<file path="src/rtl/core/q4dot_pkg.sv">
// ----------------------------------------------------------------------------
// q4dot_pkg
// Shared widths, scale decode constants and the queue entry for the q4
// block dot product.
// ----------------------------------------------------------------------------
package q4dot_pkg;

   localparam int ACT_BITS      = 16;
   localparam int ACC_FRAC_BITS = 32;

   localparam int SCALE_W = 16;
   localparam int BYTE_W  = 8;
   localparam int NIB_W   = 4;
   localparam int DOT_W   = 64;

   // nibble-8 times activation, exact
   localparam int PROD_W = ACT_BITS + NIB_W;
   // per-block sum, wraps at this width
   localparam int BSUM_W = ACT_BITS + 9;

   // fp16 fields
   localparam int EXP_W  = 5;
   localparam int MANT_W = 10;
   localparam int SIG_W  = MANT_W + 1;
   localparam logic [EXP_W-1:0] EXP_SPECIAL = '1;
   localparam logic [EXP_W-1:0] EXP_SUBNORM = '0;

   // shift applied to sum*m is (exp - 1) + SH_MIN, exp - 1 in 0..EXP_SPAN
   localparam int EXP_SPAN = 29;
   localparam int SH_MIN   = 1 - 25 - (ACT_BITS - 4) + ACC_FRAC_BITS;
   localparam int LSH_BASE = (SH_MIN > 0) ? SH_MIN : 0;
   localparam int RSH      = (SH_MIN < 0) ? -SH_MIN : 0;

   // scaled product, shifted word and saturation check widths
   localparam int PW = BSUM_W + SIG_W + 1;
   localparam int WW = PW + EXP_SPAN + LSH_BASE;
   localparam int EW = (WW > DOT_W + 1) ? WW : DOT_W + 1;

   localparam logic signed [DOT_W-1:0] DOT_MAX = {1'b0, {(DOT_W-1){1'b1}}};
   localparam logic signed [DOT_W-1:0] DOT_MIN = {1'b1, {(DOT_W-1){1'b0}}};

   localparam int Q_DEPTH = 2;
   localparam int Q_PTR_W = $clog2(Q_DEPTH);
   localparam int Q_CNT_W = $clog2(Q_DEPTH + 1);

   // one classified request as it waits between front and back
   typedef struct packed {
      logic signed [PROD_W-1:0] prod_low;
      logic signed [PROD_W-1:0] prod_high;
      logic                     block_end;
      logic                     row_end;
      logic                     scale_neg;
      logic                     scale_bad;
      logic [SIG_W-1:0]         scale_sig;
      logic [EXP_W-1:0]         scale_exp_m1;
   } entry_type;

   // queue head as seen by the back end
   typedef struct packed {
      logic      valid;
      entry_type entry;
   } queue_head_type;

endpackage

</file>
<file path="src/rtl/core/q4dot_front.sv">
// ----------------------------------------------------------------------------
// q4dot_front
// Takes requests, forms the two nibble products and decodes the fp16 block
// scale into sign, significand and exponent for the back end.
// ----------------------------------------------------------------------------
module q4dot_front
   import q4dot_pkg::*;
(
   input  logic                       req_valid,
   output logic                       req_ready,
   input  logic [SCALE_W-1:0]         req_scale_bits,
   input  logic [BYTE_W-1:0]          req_weight_byte,
   input  logic signed [ACT_BITS-1:0] req_act_low,
   input  logic signed [ACT_BITS-1:0] req_act_high,
   input  logic                       req_block_last,
   input  logic                       req_row_last,
   input  logic                       q_full,
   output logic                       q_push,
   output entry_type                  q_entry
);

   logic signed [NIB_W-1:0] nib_low;
   logic signed [NIB_W-1:0] nib_high;
   logic [EXP_W-1:0]        exp_field;
   logic [MANT_W-1:0]       mant_field;
   logic                    subnormal;

   // nibble minus 8 is the nibble with its top bit flipped
   assign nib_low  = $signed({~req_weight_byte[3], req_weight_byte[2:0]});
   assign nib_high = $signed({~req_weight_byte[7], req_weight_byte[6:4]});

   assign exp_field  = req_scale_bits[MANT_W +: EXP_W];
   assign mant_field = req_scale_bits[MANT_W-1:0];
   assign subnormal  = (exp_field == EXP_SUBNORM);

   assign req_ready = !q_full;
   assign q_push    = req_valid && !q_full;

   always_comb begin
      q_entry.prod_low     = PROD_W'(nib_low) * PROD_W'(req_act_low);
      q_entry.prod_high    = PROD_W'(nib_high) * PROD_W'(req_act_high);
      q_entry.block_end    = req_block_last || req_row_last;
      q_entry.row_end      = req_row_last;
      q_entry.scale_neg    = req_scale_bits[SCALE_W-1];
      q_entry.scale_bad    = (exp_field == EXP_SPECIAL);
      q_entry.scale_sig    = {!subnormal, mant_field};
      // subnormals use exponent 1
      q_entry.scale_exp_m1 = subnormal ? EXP_SUBNORM : exp_field - EXP_W'(1);
   end

endmodule

</file>
<file path="src/rtl/core/q4dot_queue.sv">
// ----------------------------------------------------------------------------
// q4dot_queue
// Short register queue between the front end and the back end.
// ----------------------------------------------------------------------------
module q4dot_queue
   import q4dot_pkg::*;
(
   input  logic           clock,
   input  logic           reset,
   input  logic           push,
   input  entry_type      push_entry,
   output logic           full,
   input  logic           pop,
   output queue_head_type head
);

   entry_type          slot_ff [Q_DEPTH];
   logic [Q_PTR_W-1:0] wr_ptr_ff;
   logic [Q_PTR_W-1:0] rd_ptr_ff;
   logic [Q_CNT_W-1:0] count_ff;
   logic [Q_PTR_W-1:0] wr_ptr_in;
   logic [Q_PTR_W-1:0] rd_ptr_in;
   logic [Q_CNT_W-1:0] count_in;

   assign full       = (count_ff == Q_CNT_W'(Q_DEPTH));
   assign head.valid = (count_ff != '0);
   assign head.entry = slot_ff[rd_ptr_ff];

   always_comb begin
      wr_ptr_in = wr_ptr_ff;
      rd_ptr_in = rd_ptr_ff;
      count_in  = count_ff;
      if (push) begin
         wr_ptr_in = (wr_ptr_ff == Q_PTR_W'(Q_DEPTH - 1)) ? '0 : wr_ptr_ff + Q_PTR_W'(1);
      end
      if (pop) begin
         rd_ptr_in = (rd_ptr_ff == Q_PTR_W'(Q_DEPTH - 1)) ? '0 : rd_ptr_ff + Q_PTR_W'(1);
      end
      if (push && !pop) begin
         count_in = count_ff + Q_CNT_W'(1);
      end else if (pop && !push) begin
         count_in = count_ff - Q_CNT_W'(1);
      end
   end

   always_ff @(posedge clock) begin
      if (reset) begin
         wr_ptr_ff <= '0;
         rd_ptr_ff <= '0;
         count_ff  <= '0;
      end else begin
         wr_ptr_ff <= wr_ptr_in;
         rd_ptr_ff <= rd_ptr_in;
         count_ff  <= count_in;
      end
   end

   always_ff @(posedge clock) begin
      if (push) begin
         slot_ff[wr_ptr_ff] <= push_entry;
      end
   end

endmodule

</file>
<file path="src/rtl/core/q4dot_back.sv">
// ----------------------------------------------------------------------------
// q4dot_back
// Sums products per block; at block end scales the sum, shifts it into the
// accumulator format and adds it with saturation; at row end emits the
// response from an output register.
// ----------------------------------------------------------------------------
module q4dot_back
   import q4dot_pkg::*;
(
   input  logic                    clock,
   input  logic                    reset,
   input  queue_head_type          head,
   output logic                    pop,
   output logic                    rsp_valid,
   input  logic                    rsp_ready,
   output logic signed [DOT_W-1:0] rsp_dot_value,
   output logic                    rsp_overflow,
   output logic                    rsp_bad_scale
);

   typedef enum logic [1:0] {
      ST_IDLE,
      ST_MUL,
      ST_SHIFT,
      ST_ADD
   } state_type;

   state_type               state_ff;
   logic signed [BSUM_W-1:0] bsum_ff;
   logic signed [DOT_W-1:0]  acc_ff;
   logic                     ovf_seen_ff;
   logic                     bad_seen_ff;

   // block end in flight
   logic                     row_ff;
   logic                     neg_ff;
   logic                     bad_ff;
   logic [SIG_W-1:0]         sig_ff;
   logic [EXP_W-1:0]         exp_m1_ff;
   logic signed [PW-1:0]     prod_ff;
   logic signed [DOT_W-1:0]  contrib_ff;
   logic                     shift_ovf_ff;

   logic                     rsp_valid_ff;
   logic signed [DOT_W-1:0]  rsp_dot_ff;
   logic                     rsp_ovf_ff;
   logic                     rsp_bad_ff;

   logic signed [BSUM_W-1:0] bsum_in;
   logic signed [PW-1:0]     prod_in;
   logic signed [WW-1:0]     shifted;
   logic signed [EW-1:0]     shifted_ext;
   logic                     fits;
   logic signed [DOT_W-1:0]  contrib_in;
   logic                     shift_ovf_in;
   logic signed [DOT_W:0]    acc_sum;
   logic signed [DOT_W-1:0]  acc_in;
   logic                     ovf_in;
   logic                     bad_in;
   logic                     out_free;

   assign pop      = (state_ff == ST_IDLE) && head.valid;
   assign out_free = !rsp_valid_ff || rsp_ready;

   assign rsp_valid     = rsp_valid_ff;
   assign rsp_dot_value = rsp_dot_ff;
   assign rsp_overflow  = rsp_ovf_ff;
   assign rsp_bad_scale = rsp_bad_ff;

   always_comb begin
      bsum_in = bsum_ff + BSUM_W'(head.entry.prod_low) + BSUM_W'(head.entry.prod_high);

      prod_in = PW'(bsum_ff) * PW'($signed({1'b0, sig_ff}));

      // left shift then fixed right shift gives a floor for negative shifts
      shifted     = (WW'(prod_ff) <<< (int'(exp_m1_ff) + LSH_BASE)) >>> RSH;
      shifted_ext = EW'(shifted);
      fits        = (&shifted_ext[EW-1:DOT_W-1]) || !(|shifted_ext[EW-1:DOT_W-1]);
      if (bad_ff) begin
         contrib_in   = '0;
         shift_ovf_in = 1'b0;
      end else if (fits) begin
         contrib_in   = shifted_ext[DOT_W-1:0];
         shift_ovf_in = 1'b0;
      end else begin
         contrib_in   = shifted_ext[EW-1] ? DOT_MIN : DOT_MAX;
         shift_ovf_in = 1'b1;
      end

      acc_sum = (DOT_W+1)'(acc_ff) + (DOT_W+1)'(contrib_ff);
      ovf_in  = ovf_seen_ff || shift_ovf_ff;
      if (acc_sum[DOT_W] != acc_sum[DOT_W-1]) begin
         acc_in = acc_sum[DOT_W] ? DOT_MIN : DOT_MAX;
         ovf_in = 1'b1;
      end else begin
         acc_in = acc_sum[DOT_W-1:0];
      end
      bad_in = bad_seen_ff || bad_ff;
   end

   always_ff @(posedge clock) begin
      if (reset) begin
         state_ff     <= ST_IDLE;
         bsum_ff      <= '0;
         acc_ff       <= '0;
         ovf_seen_ff  <= 1'b0;
         bad_seen_ff  <= 1'b0;
         rsp_valid_ff <= 1'b0;
      end else begin
         // a row end in the add state reloads the register below
         if (rsp_valid_ff && rsp_ready && !(state_ff == ST_ADD && row_ff)) begin
            rsp_valid_ff <= 1'b0;
         end
         case (state_ff)
            ST_IDLE: begin
               if (head.valid) begin
                  bsum_ff <= bsum_in;
                  if (head.entry.block_end) begin
                     state_ff <= ST_MUL;
                  end
               end
            end
            ST_MUL: begin
               bsum_ff  <= '0;
               state_ff <= ST_SHIFT;
            end
            ST_SHIFT: begin
               state_ff <= ST_ADD;
            end
            ST_ADD: begin
               if (!row_ff) begin
                  acc_ff      <= acc_in;
                  ovf_seen_ff <= ovf_in;
                  bad_seen_ff <= bad_in;
                  state_ff    <= ST_IDLE;
               end else if (out_free) begin
                  rsp_valid_ff <= 1'b1;
                  acc_ff       <= '0;
                  ovf_seen_ff  <= 1'b0;
                  bad_seen_ff  <= 1'b0;
                  state_ff     <= ST_IDLE;
               end
            end
            default: begin
               state_ff <= ST_IDLE;
            end
         endcase
      end
   end

   // datapath registers, no reset needed
   always_ff @(posedge clock) begin
      if (pop) begin
         row_ff    <= head.entry.row_end;
         neg_ff    <= head.entry.scale_neg;
         bad_ff    <= head.entry.scale_bad;
         sig_ff    <= head.entry.scale_sig;
         exp_m1_ff <= head.entry.scale_exp_m1;
      end
      if (state_ff == ST_MUL) begin
         prod_ff <= neg_ff ? -prod_in : prod_in;
      end
      if (state_ff == ST_SHIFT) begin
         contrib_ff   <= contrib_in;
         shift_ovf_ff <= shift_ovf_in;
      end
      if (state_ff == ST_ADD && row_ff && out_free) begin
         rsp_dot_ff <= acc_in;
         rsp_ovf_ff <= ovf_in;
         rsp_bad_ff <= bad_in;
      end
   end

endmodule

</file>
<file path="src/rtl/core/q4_block_dot_product.sv">
// ----------------------------------------------------------------------------
// q4_block_dot_product
// A row-end response is registered in the add state, after the idle, multiply
// and shift states. Throughput: one request per cycle in a block unless the
// queue is full; while a block-end request holds the back end in multiply,
// shift and saturating add, a 2-entry queue lets requests keep arriving.
// Reset (synchronous) clears the block sum, accumulator, flags and queue.
// ----------------------------------------------------------------------------
module q4_block_dot_product
   import q4dot_pkg::*;
(
   input  logic                       clock,
   input  logic                       reset,
   input  logic                       req_valid,
   output logic                       req_ready,
   input  logic [SCALE_W-1:0]         req_scale_bits,
   input  logic [BYTE_W-1:0]          req_weight_byte,
   input  logic signed [ACT_BITS-1:0] req_act_low,
   input  logic signed [ACT_BITS-1:0] req_act_high,
   input  logic                       req_block_last,
   input  logic                       req_row_last,
   output logic                       rsp_valid,
   input  logic                       rsp_ready,
   output logic signed [DOT_W-1:0]    rsp_dot_value,
   output logic                       rsp_overflow,
   output logic                       rsp_bad_scale
);

   logic           q_full;
   logic           q_push;
   logic           q_pop;
   entry_type      q_entry;
   queue_head_type q_head;

   q4dot_front u_front (
      .req_valid       (req_valid),
      .req_ready       (req_ready),
      .req_scale_bits  (req_scale_bits),
      .req_weight_byte (req_weight_byte),
      .req_act_low     (req_act_low),
      .req_act_high    (req_act_high),
      .req_block_last  (req_block_last),
      .req_row_last    (req_row_last),
      .q_full          (q_full),
      .q_push          (q_push),
      .q_entry         (q_entry)
   );

   q4dot_queue u_queue (
      .clock      (clock),
      .reset      (reset),
      .push       (q_push),
      .push_entry (q_entry),
      .full       (q_full),
      .pop        (q_pop),
      .head       (q_head)
   );

   q4dot_back u_back (
      .clock         (clock),
      .reset         (reset),
      .head          (q_head),
      .pop           (q_pop),
      .rsp_valid     (rsp_valid),
      .rsp_ready     (rsp_ready),
      .rsp_dot_value (rsp_dot_value),
      .rsp_overflow  (rsp_overflow),
      .rsp_bad_scale (rsp_bad_scale)
   );

endmodule

</file>
<file path="config.mk">
export PLATFORM = sky130hd
export DESIGN_NAME = q4_block_dot_product
export DESIGN_NICKNAME = d
export VERILOG_FILES = /design/src/rtl/core/q4dot_pkg.sv /design/src/rtl/core/q4dot_front.sv /design/src/rtl/core/q4dot_queue.sv /design/src/rtl/core/q4dot_back.sv /design/src/rtl/core/q4_block_dot_product.sv
export SDC_FILE = /design/constraint.sdc
export NUM_CORES = 2
export LEC_CHECK = 0
export ABC_AREA = 1
export BUFFER_PORTS_ARGS = -buffer_cell sky130_fd_sc_hd__clkbuf_2
export CAP_MARGIN = 20
export CORE_ASPECT_RATIO = 0.5
export CORE_MARGIN = 3
export CORE_UTILIZATION = 25
export CTS_CLUSTER_SIZE = 24
export DETAILED_ROUTE_END_ITERATION = 7
export SLEW_MARGIN = 25
export SYNTH_ARGS = -nofsm -noshare
export SYNTH_HDL_FRONTEND = slang
export SYNTH_SLANG_ARGS = --single-unit
</file>
<file path="constraint.sdc">
create_clock -name clock -period 12.53 [get_ports clock]
set_input_delay 1.8795 -clock clock [delete_from_list [all_inputs] [get_ports clock]]
set_output_delay 1.8795 -clock clock [all_outputs]
set_load 0.03 [all_outputs]
</file>
# Word-level counts from Yosys, hierarchy flattened
# Memory sizes are Yosys's and may differ from the RTL's. A register that Yosys moved wholly into a read port is not among the register bits.
# Cells that the tools add are included.
# word_totals
reg_bits	282
input_bits	62
mem_count	1
ram_bits	120
wordCells	99
out_inout_bits	68
# mem_list
name	depth	width	rd	rd_clocked_by_memory_dff	write_ports	line	source
u_queue.slot_ff	2	60	1	1	1	q4dot_queue.sv:17	entry_type slot_ff [Q_DEPTH];
# op_classes
mul	3
n_bitwise	2
muxes	29
eq_ne	10
n_reduce_logical	25
n_shift	1
addsub	9
# ops
op	n
$mux W64	4
$sshl A37 B5 Y66	1
$add A64 B62 Y65	1
$add A25 B20 Y25	2
$pmux W25 S2	1
$mul A4 B16 Y20	2
$mul A25 B12 Y37	1
$mux W37	1
$neg A37 Y37	1
$mux W25	1
$mux W1	14
$mux W2	6
$logic_and A1 B1 Y1	8
$pmux W2 S4	1
$eq A2 B2 Y1 const B	3
$logic_not A1 Y1	6
$reduce_bool A2 Y1	3
$eq A5 B5 Y1 const B	1
$logic_not A5 Y1	1
$mux W5	1
$sub A5 B1 Y5 const B	1
$ne A2 B2 Y1 const B	2
$reduce_and A2 Y1	2
$logic_or A1 B1 Y1	3
10 further kinds	12

# Longest topological paths before layout
# logic_depth
ltp_word	8
ltp_mapped	33
ltp_nobuf	31

# Hierarchy
# From an unflattened synthesis, not the netlist that was laid out.
# hier_totals
hier_cells	5287
area_unflattened_um2	41468.5
# by_module_without_submodules
mod	instances	seq_area_each_um2	area_each_um2	cells_each
q4dot_back	1	7407.1	31496.5	4238
q4dot_front	1	0.0	5109.9	829
q4dot_queue	1	3703.6	4862.2	220

# Least setup slack after synthesis
# Ideal clock, no wire load.
# synth_path
path_type	input port to flip-flop
from	input req_weight_byte[1]
to	memory u_queue.slot_ff[0][57] (netlist name) (data pin)
cell_stages	18
t_required_ns	12.268
path_slack_ns	6.454
path_buffers	2
setup_ns	0.262
t_arrival_ns	5.814
path_cell_list	clkbuf_1 clkbuf_1 nand2_1 fa_1 fa_1 inv_1 fa_1 ha_1 inv_1 fa_1 nor3_1 nor2_1 o21ai_0 a31oi_1 o21ai_0 nand3_1 nand2_1 xor2_1
# synth_rtl
item	line	source
from (decl)	q4_block_dot_product.sv:17	input logic [BYTE_W-1:0] req_weight_byte,
to (decl)	q4dot_queue.sv:17	

# Final worst setup path
# layout_path
from	register u_back.sig_ff[4]
to	register u_back.prod_ff[34] (data pin)
# layout_via
elab_chain_len	3
# layout_rtl
item	line	source
from (decl)	q4dot_back.sv:38	logic [SIG_W-1:0] sig_ff;
from (signal assigned)	q4dot_back.sv:157	sig_ff <= head.entry.scale_sig;
$mul A25 B12 Y37 *	q4dot_back.sv:73	prod_in = PW'(bsum_ff) * PW'($signed({1'b0, sig_ff}));
$neg A37 Y37	q4dot_back.sv:161	prod_ff <= neg_ff ? -prod_in : prod_in;
$mux W37 *	q4dot_back.sv:161	
to (signal assigned)	q4dot_back.sv:161	
to (decl)	q4dot_back.sv:40	logic signed [PW-1:0] prod_ff;
# Mark *: on every way between the ends. The rest lies on a longest branch, timed or not.
# A chain may end at the register's enable or synchronous reset.

==> metrics.txt <==
full die area=165300 um^2; crit path max fanout=25; clk sink count=403; Starting Density=25.28%; fraction of layout cells with a size suffix above 1=10.33%; Layout area overhead=10.24%; Yosys cell types=58; asr flop ratio synth=0%; DP Cell Count=7208; Reg2Reg Capture Point=u_back.prod_ff[34]; register area=11110 um^2; Via-to-Cell Ratio=4.361; TritonCTS clock tree=done; Crit path top cell by count=nand2_1; R2R depth=22; post-synthesis register bit count=403; htree depth=2; status=finished clean; Worst path depth=22; DRC=0; Cell Chain, Critical Path=nand2_1 > fa_1 > inv_1 > fa_1 > fa_1 > fa_1 > inv_1 > fa_1 > inv_1 > ha_1 > nand2_1 > nor2_1 > and3_1 > nand3_1 > nand3_1 > nand2_1 > nor2_1 > nand2_1 > o21ai_0 > nand3_2 > nand2_1 > nand2_1; hpwl dp=84.90 mm; RSZ-0062 raised after global routing=no; PortBufs=129; met3 usage=1.462%; Worst-path clk slew=0.07 ns; Final GP Congestion=0.9331; final worst-path cycle share=52.80%; Final Max Slew Viols=0; via count=31790; Max transition margin=29.87%; reg2reg setup slack=5.91 ns; Die Wd=572.0 um; met1 usage=16.90%; Overflow after GRT=0; post-synth top area share=22.80%; GRT Total Usage=12.71%; Die Y=289.0 um; CP endpoint=u_back.prod_ff[34]; DR pass1 iterations=5; top-count cell post-synth=nand2_1; # setup viols final=0; crit start category=flip-flop; most used routing layer in global routing=met2; CP top delay family=adder cells; critical path capture point type=flip-flop; cts hold-fix bufs=0; CP max stage delay=1.04 ns; Data arrival, critical path=6.99 ns; Buffers & Inverters on Critical Path=3; Worst Setup SP=u_back.sig_ff[4]; Worst Max-Slew Pin Slew=1.052 ns; required time worst endpoint=12.90 ns; drt initial violations=1960; Post-Synthesis Cell Area=40040 um^2; top_reg_cell synth=edfxtp_1; Post-Syn Area per Cell=7.820 um^2; Post-synth top cells=1531 x nand2_1, 931 x inv_1, 335 x fa_1; Yosys warning total=0; Min-Delay Path Class=reg2reg; total setup buffers inserted after CTS=0; largest net degree at the start of global routing=68; R2R Path Start=u_back.sig_ff[4]; nets=5800; Rows=103; f_max=151.1 MHz; Final ANT Viol Nets=0; clk_skew=0.02443 ns; Seq/Total Area, Yosys=27.75%; fill cell count=17050; vias in the first global route=31720; initial antenna violation count=1; worst skew pair latency=0.61 ns; CP max-delay cell=edfxtp_1; min Tclk post-route=6.616 ns; final setup TNS=0 ns; met2 Usage GRT=21.94%; Final Hold Viols=0; post_cts resized=0; Hold WS=0.4468 ns; Post-Layout Cell Count=7290; Hold Startpoint=u_queue.rd_ptr_ff; Synth area leader=edfxtp_1; Syn Inst Count=5120; number of synthesized flops with an enable pin=304; footprint of the multi-input gates=24590 um^2; critical path type=reg2reg; Avg WL per Cell=14.34 um; WL final=104.5 mm; first-pass GRT wire length=170.0 mm; Core Box Area=158400 um^2; CTS root buffer=clkbuf_16; total CTS buffers=43; top cells by area, synth=edfxtp_1 23%, fa_1 17%, nand2_1 14%; net count after synthesis=5764; IO Count=130; Max Root-Sink Buffers=3; max-cap violations=0
## final cells by class
type                            instances  area share (%)
Multi-Input combinational cell       3599           55.71
Sequential cell                       403           25.17
Inverter                              955           8.124
Tap cell                             2100           5.953
Clock buffer                           55           2.608
Timing Repair Buffer                  154           1.962
Clock inverter                         23          0.4620
Antenna cell                            1        0.005669
## registers in the layout, indices dropped and copies added, names as in the netlist, 2 cells and up, named ones only
signal,cells
u_back.exp_m1_ff,5
u_queue.slot_ff,120
u_back.rsp_dot_value,64
u_back.bsum_ff,25
u_back.sig_ff,11
u_back.contrib_ff,62
u_queue.count_ff,2
u_back.state_ff,2
u_back.acc_ff,64
u_back.prod_ff,37
## metal layers
layer | up-vias | share of wire [%]
met2 | 620 | 47
met1 | 14980 | 47
met4 | 0 | 2.4
li1 | 16060 | -
met3 | 134 | 4.1
met5 | - | 0
## per-stage QoR
step	util [%]	setup slack, ns	instance area [um^2]
6_report	27.87	5.914	44140
2_1_floorplan	-	6.454	40040
3_5_place_dp	26.98	5.912	42740
5_1_grt	27.87	5.456	44140
4_1_cts	27.84	5.896	44090
3_3_place_gp	26.97	5.868	42720
## placed cells by master (no fill, tap or decap), drive strengths merged, types with 2 or more instances in the layout
cell type | Yosys | layout
nor2 | 285 | 285
nand3 | 194 | 194
dfxtp | 99 | 99
a31oi | 14 | 14
xnor2 | 33 | 33
edfxtp | 304 | 304
a21o | 5 | 5
a221oi | 2 | 2
fa | 335 | 335
buf | 37 | 26
o21ai | 202 | 202
o31ai | 3 | 3
clkinv | 4 | 20
and3 | 2 | 2
a22oi | 2 | 2
mux2i | 9 | 9
clkbuf | 122 | 183
a21boi | 3 | 3
nor4 | 6 | 6
bufinv | 0 | 2
or2 | 38 | 38
nand2 | 1633 | 1633
o21bai | 29 | 29
nand4 | 31 | 31
xor2 | 81 | 81
a21oi | 270 | 270
nor3 | 35 | 35
mux2 | 59 | 59
and2 | 14 | 14
inv | 951 | 955
ha | 247 | 247
o22ai | 36 | 36
o21a | 3 | 3
a211oi | 3 | 3
nand3b | 22 | 22
## worst min path at each step
stage	slack (ns)	cells past startpoint	to
floorplan	0.43	1	flip-flop
global placement	0.42	1	flip-flop
CTS	0.45	1	flip-flop
global route	0.48	1	flip-flop
finish	0.45	1	flip-flop
detailed placement	0.44	1	flip-flop
## kinds of logic (layout without fill, tap and decap cells)
group | Yosys count | after routing | synth area share (%)
other cells | 0 | 1 | 0
buf+inv | 1118 | 1187 | 10.96
xor+xnor | 114 | 114 | 2.512
compound gates | 574 | 574 | 8.653
mux | 68 | 68 | 1.884
simple gates | 2261 | 2261 | 23.77
fa+ha+maj | 582 | 582 | 24.47
flops | 403 | 403 | 27.75
Power is left out: the tool's default activity adds up to more than one toggle a clock period on the data nets, which glitch-free logic cannot reach.
